==> config.mk <==
export PLATFORM = sky130hd
export DESIGN_NAME = qualified_hysteresis_pump_control
export DESIGN_NICKNAME = d
export VERILOG_FILES = /design/src/qhpc_pkg.sv /design/src/qualified_hysteresis_pump_control.sv /design/src/qhpc_cfg_regs.sv /design/src/qhpc_square.sv /design/src/qhpc_ctrl.sv
export SDC_FILE = /design/constraint.sdc
export NUM_CORES = 2
export LEC_CHECK = 0
export BUFFER_PORTS_ARGS = -buffer_cell sky130_fd_sc_hd__buf_4
export CORE_ASPECT_RATIO = 0.8
export CORE_UTILIZATION = 45
export DETAILED_ROUTE_END_ITERATION = 6
export PLACE_DENSITY = 0.58
export SYNTH_ARGS = -nofsm -noshare
export SYNTH_HDL_FRONTEND = slang
export SYNTH_SLANG_ARGS = --single-unit
==> constraint.sdc <==
create_clock -name clk -period 10.9 [get_ports clk]
set_input_delay 2.18 -clock clk [delete_from_list [all_inputs] [get_ports clk]]
set_output_delay 2.18 -clock clk [all_outputs]
set_load 0.02 [all_outputs]
==> src/qhpc_pkg.sv <==
// ----------------------------------------------------------------------------
// qhpc_pkg
// Shared types and constants of the qualified hysteresis pump control block:
// item payloads, configuration bundle, register map and control states.
// ----------------------------------------------------------------------------
`default_nettype none

package qhpc_pkg;

    // configuration port geometry
    localparam int CFG_ADDR_W = 5;
    localparam int CFG_DATA_W = 32;
    localparam int VAL_W      = 16;
    localparam int SQ_W       = 31;   // square of a 16 bit signed value
    localparam int DIST_W     = 32;   // sum of two squares, squared deadband

    // register index (paddr[4:2])
    typedef enum logic [2:0] {
        REG_INTENSITY_LOW  = 3'd0,
        REG_INTENSITY_HIGH = 3'd1,
        REG_VECTOR_DEADBAND = 3'd2,
        REG_STABLE_DELAY   = 3'd3,
        REG_OFF_DELAY      = 3'd4
    } reg_idx_t;

    // register reset values
    localparam logic [VAL_W-1:0] RST_INTENSITY_LOW   = 16'd1000;
    localparam logic [VAL_W-1:0] RST_INTENSITY_HIGH  = 16'd4000;
    localparam logic [VAL_W-1:0] RST_VECTOR_DEADBAND = 16'd100;
    localparam logic [VAL_W-1:0] RST_STABLE_DELAY    = 16'd1000;
    localparam logic [VAL_W-1:0] RST_OFF_DELAY       = 16'd1000;
    localparam logic [DIST_W-1:0] RST_BAND_SQ        = 32'd10000;

    // item kind
    localparam logic OP_SAMPLE = 1'b0;
    localparam logic OP_TICK   = 1'b1;

    typedef struct packed {
        logic              op;
        logic [15:0]       intensity;
        logic signed [15:0] vector_x;
        logic signed [15:0] vector_y;
        logic [7:0]        target_count;
    } in_item_t;

    typedef struct packed {
        logic pump_on;
        logic timer_armed;
        logic switched;
    } out_item_t;

    // configuration seen by the datapath
    typedef struct packed {
        logic [VAL_W-1:0]  intensity_low;
        logic [VAL_W-1:0]  intensity_high;
        logic [VAL_W-1:0]  stable_delay;
        logic [VAL_W-1:0]  off_delay;
        logic [DIST_W-1:0] band_sq;
    } cfg_t;

    // item after the squaring stage
    typedef struct packed {
        logic             op;
        logic [15:0]      intensity;
        logic             count_nz;
        logic [SQ_W-1:0]  x_sq;
        logic [SQ_W-1:0]  y_sq;
    } sq_item_t;

    // pump control state, one-hot
    typedef enum logic [3:0] {
        ST_OFF       = 4'b0001,
        ST_OFF_ARMED = 4'b0010,
        ST_ON        = 4'b0100,
        ST_ON_ARMED  = 4'b1000
    } pump_state_t;

endpackage

`default_nettype wire

==> src/qualified_hysteresis_pump_control.sv <==
// ----------------------------------------------------------------------------
// qualified_hysteresis_pump_control
// Pump on/off control with intensity hysteresis and qualified dwell times.
//
// Input channel (in_valid/in_ready/in_item): either a one millisecond tick
// (op set) or a sensor sample. Ticks count the shared dwell timer down;
// samples with a nonzero target count drive the on/off decision.
// Output channel (out_valid/out_ready/out_item): exactly one result per
// input transfer, in order: pump state, timer armed flag, switched flag.
// Pipeline: an item passes the input register, the squaring register and
// the result register, in that order.
// Throughput: one item per cycle unless stalled; the three registers form a
// pipeline whose stages advance whenever the stage ahead is empty or being emptied.
// A stalled receiver holds the result register, then fills the squaring
// and input registers; in_ready drops only when all three are full.
// Configuration: APB registers at byte address 4*index, user-written while
// the block is idle (not enforced by the block); deadband square registered.
// Reset: pump off, timer disarmed, countdown zero, registers at defaults.
// ----------------------------------------------------------------------------
`default_nettype none

module qualified_hysteresis_pump_control (
    input  wire logic                            clk,
    input  wire logic                            rst_n,
    input  wire logic                            psel,
    input  wire logic                            penable,
    input  wire logic                            pwrite,
    input  wire logic [qhpc_pkg::CFG_ADDR_W-1:0] paddr,
    input  wire logic [qhpc_pkg::CFG_DATA_W-1:0] pwdata,
    output logic      [qhpc_pkg::CFG_DATA_W-1:0] prdata,
    output logic                                 pready,
    input  wire logic                            in_valid,
    output logic                                 in_ready,
    input  wire qhpc_pkg::in_item_t              in_item,
    output logic                                 out_valid,
    input  wire logic                            out_ready,
    output qhpc_pkg::out_item_t                  out_item
);

    qhpc_pkg::cfg_t     cfg;
    logic               sq_valid;
    logic               sq_ready;
    qhpc_pkg::sq_item_t sq_item;

    // configuration registers
    qhpc_cfg_regs u_cfg_regs (
        .clk     (clk),
        .rst_n   (rst_n),
        .psel    (psel),
        .penable (penable),
        .pwrite  (pwrite),
        .paddr   (paddr),
        .pwdata  (pwdata),
        .prdata  (prdata),
        .pready  (pready),
        .cfg     (cfg)
    );

    // input and squaring stages
    qhpc_square u_square (
        .clk      (clk),
        .rst_n    (rst_n),
        .in_valid (in_valid),
        .in_ready (in_ready),
        .in_item  (in_item),
        .sq_valid (sq_valid),
        .sq_ready (sq_ready),
        .sq_item  (sq_item)
    );

    // decision and result stage
    qhpc_ctrl u_ctrl (
        .clk       (clk),
        .rst_n     (rst_n),
        .cfg       (cfg),
        .sq_valid  (sq_valid),
        .sq_ready  (sq_ready),
        .sq_item   (sq_item),
        .out_valid (out_valid),
        .out_ready (out_ready),
        .out_item  (out_item)
    );

endmodule

`default_nettype wire

==> src/qhpc_cfg_regs.sv <==
// ----------------------------------------------------------------------------
// qhpc_cfg_regs
// APB register file for thresholds and dwell times, plus a registered square
// of the vector deadband used by the stability compare.
// ----------------------------------------------------------------------------
`default_nettype none

module qhpc_cfg_regs (
    input  wire logic                            clk,
    input  wire logic                            rst_n,
    input  wire logic                            psel,
    input  wire logic                            penable,
    input  wire logic                            pwrite,
    input  wire logic [qhpc_pkg::CFG_ADDR_W-1:0] paddr,
    input  wire logic [qhpc_pkg::CFG_DATA_W-1:0] pwdata,
    output logic      [qhpc_pkg::CFG_DATA_W-1:0] prdata,
    output logic                                 pready,
    output qhpc_pkg::cfg_t                       cfg
);

    logic [qhpc_pkg::VAL_W-1:0]  intensity_low_reg;
    logic [qhpc_pkg::VAL_W-1:0]  intensity_high_reg;
    logic [qhpc_pkg::VAL_W-1:0]  deadband_reg;
    logic [qhpc_pkg::VAL_W-1:0]  stable_delay_reg;
    logic [qhpc_pkg::VAL_W-1:0]  off_delay_reg;
    logic [qhpc_pkg::DIST_W-1:0] band_sq_reg;
    logic [qhpc_pkg::DIST_W-1:0] band_sq_next;
    logic                        wr_en;
    qhpc_pkg::reg_idx_t          idx;
    logic [qhpc_pkg::VAL_W-1:0]  rd_val;

    assign pready = 1'b1;
    assign wr_en  = psel & penable & pwrite;
    assign idx    = qhpc_pkg::reg_idx_t'(paddr[4:2]);

    // register writes
    always_ff @(posedge clk or negedge rst_n)
    begin
        if (!rst_n)
        begin
            intensity_low_reg  <= qhpc_pkg::RST_INTENSITY_LOW;
            intensity_high_reg <= qhpc_pkg::RST_INTENSITY_HIGH;
            deadband_reg       <= qhpc_pkg::RST_VECTOR_DEADBAND;
            stable_delay_reg   <= qhpc_pkg::RST_STABLE_DELAY;
            off_delay_reg      <= qhpc_pkg::RST_OFF_DELAY;
        end
        else if (wr_en)
        begin
            unique case (idx)
                qhpc_pkg::REG_INTENSITY_LOW:   intensity_low_reg  <= pwdata[15:0];
                qhpc_pkg::REG_INTENSITY_HIGH:  intensity_high_reg <= pwdata[15:0];
                qhpc_pkg::REG_VECTOR_DEADBAND: deadband_reg       <= pwdata[15:0];
                qhpc_pkg::REG_STABLE_DELAY:    stable_delay_reg   <= pwdata[15:0];
                qhpc_pkg::REG_OFF_DELAY:       off_delay_reg      <= pwdata[15:0];
                default: ;
            endcase
        end
    end

    // squared deadband, registered in the cycle after the deadband register
    assign band_sq_next = qhpc_pkg::DIST_W'(deadband_reg) * qhpc_pkg::DIST_W'(deadband_reg);

    always_ff @(posedge clk or negedge rst_n)
    begin
        if (!rst_n)
        begin
            band_sq_reg <= qhpc_pkg::RST_BAND_SQ;
        end
        else
        begin
            band_sq_reg <= band_sq_next;
        end
    end

    // read back
    always_comb
    begin
        unique case (idx)
            qhpc_pkg::REG_INTENSITY_LOW:   rd_val = intensity_low_reg;
            qhpc_pkg::REG_INTENSITY_HIGH:  rd_val = intensity_high_reg;
            qhpc_pkg::REG_VECTOR_DEADBAND: rd_val = deadband_reg;
            qhpc_pkg::REG_STABLE_DELAY:    rd_val = stable_delay_reg;
            qhpc_pkg::REG_OFF_DELAY:       rd_val = off_delay_reg;
            default:                       rd_val = '0;
        endcase
    end

    assign prdata = {{(qhpc_pkg::CFG_DATA_W-qhpc_pkg::VAL_W){1'b0}}, rd_val};

    assign cfg.intensity_low  = intensity_low_reg;
    assign cfg.intensity_high = intensity_high_reg;
    assign cfg.stable_delay   = stable_delay_reg;
    assign cfg.off_delay      = off_delay_reg;
    assign cfg.band_sq        = band_sq_reg;

endmodule

`default_nettype wire

==> src/qhpc_square.sv <==
// ----------------------------------------------------------------------------
// qhpc_square
// Input register and squaring stage: registers the incoming item, then
// registers the squares of both vector components.
// ----------------------------------------------------------------------------
`default_nettype none

module qhpc_square (
    input  wire logic               clk,
    input  wire logic               rst_n,
    input  wire logic               in_valid,
    output logic                    in_ready,
    input  wire qhpc_pkg::in_item_t in_item,
    output logic                    sq_valid,
    input  wire logic               sq_ready,
    output qhpc_pkg::sq_item_t      sq_item
);

    logic                    s1_valid_reg;
    qhpc_pkg::in_item_t      s1_item_reg;
    logic                    s1_ready;
    logic                    sq_valid_reg;
    qhpc_pkg::sq_item_t      sq_item_reg;
    qhpc_pkg::sq_item_t      sq_item_next;
    logic signed [31:0]      x_sq_full;
    logic signed [31:0]      y_sq_full;

    // stage ready chain
    assign s1_ready = !sq_valid_reg || sq_ready;
    assign in_ready = !s1_valid_reg || s1_ready;

    // input register
    always_ff @(posedge clk or negedge rst_n)
    begin
        if (!rst_n)
        begin
            s1_valid_reg <= 1'b0;
        end
        else if (in_ready)
        begin
            s1_valid_reg <= in_valid;
        end
    end

    always_ff @(posedge clk)
    begin
        if (in_valid && in_ready)
        begin
            s1_item_reg <= in_item;
        end
    end

    // squares of the vector components
    assign x_sq_full = 32'(s1_item_reg.vector_x) * 32'(s1_item_reg.vector_x);
    assign y_sq_full = 32'(s1_item_reg.vector_y) * 32'(s1_item_reg.vector_y);

    always_comb
    begin
        sq_item_next.op        = s1_item_reg.op;
        sq_item_next.intensity = s1_item_reg.intensity;
        sq_item_next.count_nz  = (s1_item_reg.target_count != 8'd0);
        sq_item_next.x_sq      = x_sq_full[qhpc_pkg::SQ_W-1:0];
        sq_item_next.y_sq      = y_sq_full[qhpc_pkg::SQ_W-1:0];
    end

    // squaring stage register
    always_ff @(posedge clk or negedge rst_n)
    begin
        if (!rst_n)
        begin
            sq_valid_reg <= 1'b0;
        end
        else if (s1_ready)
        begin
            sq_valid_reg <= s1_valid_reg;
        end
    end

    always_ff @(posedge clk)
    begin
        if (s1_valid_reg && s1_ready)
        begin
            sq_item_reg <= sq_item_next;
        end
    end

    assign sq_valid = sq_valid_reg;
    assign sq_item  = sq_item_reg;

endmodule

`default_nettype wire

==> src/qhpc_ctrl.sv <==
// ----------------------------------------------------------------------------
// qhpc_ctrl
// Hysteresis state machine with the shared dwell countdown, and the result
// register toward the output channel.
// ----------------------------------------------------------------------------
`default_nettype none

module qhpc_ctrl (
    input  wire logic               clk,
    input  wire logic               rst_n,
    input  wire qhpc_pkg::cfg_t     cfg,
    input  wire logic               sq_valid,
    output logic                    sq_ready,
    input  wire qhpc_pkg::sq_item_t sq_item,
    output logic                    out_valid,
    input  wire logic               out_ready,
    output qhpc_pkg::out_item_t     out_item
);

    qhpc_pkg::pump_state_t          state_reg;
    qhpc_pkg::pump_state_t          state_next;
    logic [qhpc_pkg::VAL_W-1:0]     countdown_reg;
    logic [qhpc_pkg::VAL_W-1:0]     countdown_next;
    logic                           out_valid_reg;
    qhpc_pkg::out_item_t            out_item_reg;
    qhpc_pkg::out_item_t            out_item_next;
    logic                           advance;
    logic                           switched;
    logic [qhpc_pkg::DIST_W-1:0]    dist_sq;
    logic                           stable;
    logic                           too_bright;

    assign sq_ready = !out_valid_reg || out_ready;
    assign advance  = sq_valid && sq_ready;

    // sample qualification
    assign dist_sq    = {1'b0, sq_item.x_sq} + {1'b0, sq_item.y_sq};
    assign stable     = (sq_item.intensity < cfg.intensity_low) && (dist_sq < cfg.band_sq);
    assign too_bright = (sq_item.intensity > cfg.intensity_high);

    // next state and countdown
    always_comb
    begin
        state_next     = state_reg;
        countdown_next = countdown_reg;
        switched       = 1'b0;
        if (advance)
        begin
            if (sq_item.op == qhpc_pkg::OP_TICK)
            begin
                if (countdown_reg != '0)
                begin
                    countdown_next = countdown_reg - qhpc_pkg::VAL_W'(1);
                end
            end
            else if (sq_item.count_nz)
            begin
                unique case (state_reg)
                    qhpc_pkg::ST_OFF:
                    begin
                        if (stable)
                        begin
                            state_next     = qhpc_pkg::ST_OFF_ARMED;
                            countdown_next = cfg.stable_delay;
                        end
                    end
                    qhpc_pkg::ST_OFF_ARMED:
                    begin
                        countdown_next = '0;
                        if (!stable)
                        begin
                            state_next = qhpc_pkg::ST_OFF;
                        end
                        else if (countdown_reg == '0)
                        begin
                            state_next = qhpc_pkg::ST_ON;
                            switched   = 1'b1;
                        end
                        else
                        begin
                            countdown_next = countdown_reg;
                        end
                    end
                    qhpc_pkg::ST_ON:
                    begin
                        if (too_bright)
                        begin
                            state_next     = qhpc_pkg::ST_ON_ARMED;
                            countdown_next = cfg.off_delay;
                        end
                    end
                    qhpc_pkg::ST_ON_ARMED:
                    begin
                        countdown_next = '0;
                        if (!too_bright)
                        begin
                            state_next = qhpc_pkg::ST_ON;
                        end
                        else if (countdown_reg == '0)
                        begin
                            state_next = qhpc_pkg::ST_OFF;
                            switched   = 1'b1;
                        end
                        else
                        begin
                            countdown_next = countdown_reg;
                        end
                    end
                    default:
                    begin
                        state_next     = qhpc_pkg::ST_OFF;
                        countdown_next = '0;
                    end
                endcase
            end
        end
    end

    always_ff @(posedge clk or negedge rst_n)
    begin
        if (!rst_n)
        begin
            state_reg     <= qhpc_pkg::ST_OFF;
            countdown_reg <= '0;
        end
        else
        begin
            state_reg     <= state_next;
            countdown_reg <= countdown_next;
        end
    end

    // result register
    always_comb
    begin
        out_item_next.pump_on     = (state_next == qhpc_pkg::ST_ON) ||
                                    (state_next == qhpc_pkg::ST_ON_ARMED);
        out_item_next.timer_armed = (state_next == qhpc_pkg::ST_OFF_ARMED) ||
                                    (state_next == qhpc_pkg::ST_ON_ARMED);
        out_item_next.switched    = switched;
    end

    always_ff @(posedge clk or negedge rst_n)
    begin
        if (!rst_n)
        begin
            out_valid_reg <= 1'b0;
        end
        else if (sq_ready)
        begin
            out_valid_reg <= sq_valid;
        end
    end

    always_ff @(posedge clk)
    begin
        if (advance)
        begin
            out_item_reg <= out_item_next;
        end
    end

    assign out_valid = out_valid_reg;
    assign out_item  = out_item_reg;

endmodule

`default_nettype wire

==> results_dict.tcl <==
set metrics [dict create \
    period_minus_slack_ns 7.62 \
    numCtsBuffers 36 \
    endpoint_kind "register" \
    hold_buffers 0 \
    yosysTopAreaCell "fa_1" \
    cts_resized 0 \
    synth_xor_area_share_pct 3.03 \
    antenna_cells 0 \
    whs_ns 0.418 \
    antenna_found_initial 2 \
    drt-vias-per-instance 5.06 \
    drc 0 \
    clock_path_buffers 3 \
    synthArstFlopShare_pct 49.3 \
    syn-instance-count 3752 \
    worst_ep_arrival_time_ns 8.12 \
    cpMostUsedCell "fa_1" \
    die_h_um 260 \
    hold_path_class "register to register" \
    grt_pass1_wl_um 140000 \
    fin_skew_ns 0.0376 \
    core_area_mm2 0.0822 \
    clkTransAtPathRegs_ns 0.06 \
    path_cells "clkinv_1 -> nor2_1 -> fa_1 -> inv_1 -> fa_1 -> inv_1 -> fa_1 -> fa_1 -> inv_1 -> fa_1 -> fa_1 -> inv_1 -> ha_1 -> a21oi_1 -> o21ai_0 -> a2111oi_0 -> nor3_1 -> o2111ai_1 -> a31oi_1 -> a311o_1 -> a21oi_1 -> xnor2_1" \
    status "complete, no violations" \
    yosys.area.top_type_share_pct 33.8 \
    dpl.hpwl_um 67300 \
    synth.area.mux_share_pct 1.56 \
    grt_max_degree 79 \
    dr.pass1.iters 7 \
    cts_tree "built" \
    postRouteAntennaNets 0 \
    setup_tns_ns 0 \
    synth_compound_area_share_pct 8.40 \
    cap_violations 0 \
    synth_area_mm2 0.0373 \
    synthToLayoutAreaGrowth_pct 8.04 \
    synthDistinctLibCells 76 \
    cp.depth 22 \
    synth_area_leaders "fa_1 (34%), ha_1 (12%), edfxtp_1 (11%)" \
    synthFlopType "edfxtp_1" \
    synth_edf_count 138 \
    rsz0062_at_grt "no" \
    gp_congestion 0.836 \
    drive_gt1_share_pct 7.59 \
    place_inst 4872 \
    fmax_ghz 0.131 \
    grt_pass1_vias 26000 \
    ios 139 \
    worst-path-max-fanout 12 \
    rows 94 \
    required_ns 11.40 \
    clock-sinks 272 \
    synth_top_family_by_area "adder cells" \
    critPathTopFamily "adder cells" \
    track_usage_pct 21.2 \
    largest_register_ffs 78 \
    io_buffers 103 \
    multi_input_area_mm2 0.0259 \
    first_iter_violations 1442 \
    wl_per_cell_um 17.0 \
    setup_viol 0 \
    path_buf_inv 5 \
    seqCellArea_mm2 0.00754 \
    die_area_mm2 0.0841 \
    relSlewSlack_pct 28.7 \
    layout_worst_path_cycle_share_pct 69.9 \
    startpoint_type "register" \
    hold_depth 0 \
    fin_ws_ns 3.28 \
    worst_pin_slew_ns 1.07 \
    die_x_um 324 \
    cts_max_level 2 \
    ys.warnings.count 0 \
    ys_ff_latch 272 \
    synthSimpleGateAreaFrac_pct 10.5 \
    fillers 7695 \
    clockRootBuffer "clkbuf_16" \
    instances_no_fill 4937 \
    post_cts_buffers 0 \
    start_util_pct 45.4 \
    synth_fa_ha_area_share_pct 45.7 \
    yosysSeqAreaShare_pct 20.2 \
    vias 25000 \
    drv_slew 0 \
    grt-ovfl-total 0 \
    drt-total-wl_um 84000 \
    reg2reg_depth 22 \
    max_stage_delay_ns 0.70 \
    crit_type "register to register" \
    crit_slowest_cell "dfrtp_1" \
    finalNetCount 4892 \
    clk_latency_ns 0.60 \
    syn_avg_cell_area_um2 9.95 \
    final_hold_viol_count 0 \
    post-place-ws_ns 3.28 \
]
==> area by class of cell <==
class | count | area share, %
multi-input cells | 2464 | 64.2
flip-flops and latches | 272 | 18.7
inverters | 913 | 8.50
well taps | 1104 | 3.43
clock buffers | 45 | 2.42
repair buffers | 119 | 2.22
clock inverters | 20 | 0.512
==> logic make-up (layout without fill, tap and decap cells) <==
logic type	count (synthesis)	after routing
buffers and inverters	1031	1097
adder cells (fa/ha/maj)	985	985
AND/OR/NAND/NOR	802	802
AO/OA/AOI/OAI	479	479
flip-flops	272	272
XOR/XNOR	129	129
multiplexers	52	52
other	2	17
==> worst paths after layout <==
kind / slack (ns) / start / endpoint
worst max-delay path: 3.28 / u_cfg_regs.deadband_reg[3] / u_cfg_regs.band_sq_reg[31]
worst min-delay path: 0.42 / u_square.s1_item_reg[40] / u_square.sq_item[63]
worst max register to register: 3.28 / u_cfg_regs.deadband_reg[3] / u_cfg_regs.band_sq_reg[31]
worst min register to register: 0.42 / u_square.s1_item_reg[40] / u_square.sq_item[63]
max in group asynchronous: 7.89 / rst_n / u_cfg_regs.deadband_reg[14]
min in group asynchronous: 1.58 / rst_n / u_cfg_regs.band_sq_reg[3]
==> cell usage after synthesis, drive strengths merged, types with 37 or more instances <==
cell type and count:
edfxtp 138, o21ai 108, nand2 286, nand3 46
inv 911, a21o 48, clkbuf 95, dfrtp 101
ha 355, a22oi 44, nor2 147, nand2b 37
mux2 50, and2 156, xnor2 92, a21oi 103
fa 630, xor2 37
==> placed cells by master, fill, tap and decap left out, drive strengths merged, types with 103 or more instances in the layout <==
cell type	instances
edfxtp	138
nand2	286
inv	916
and2	156
buf	119
ha	355
a21oi	103
fa	630
nor2	147
o21ai	108
==> routing by layer <==
layer	wire length, um	track usage (%)	part of all wire (%)	up-vias
li1	-	-	-	11900
met1	41100	31.8	49	12600
met2	38000	32.9	45	456
met3	3700	2.59	4.4	75
met4	1280	4.19	1.5	2
met5	13	0	0.015	-
==> stage by stage <==
stage          cell area (um^2)  utilization, %
3_3_place_gp              39100            47.6
4_1_cts                   40300            49.0
2_1_floorplan             37400               -
6_report                  40300            49.0
3_5_place_dp              39100            47.6
5_1_grt                   40300            49.0
Power is left out: the tool's default activity adds up to more than one toggle a clock period on the data nets, which glitch-free logic cannot reach.
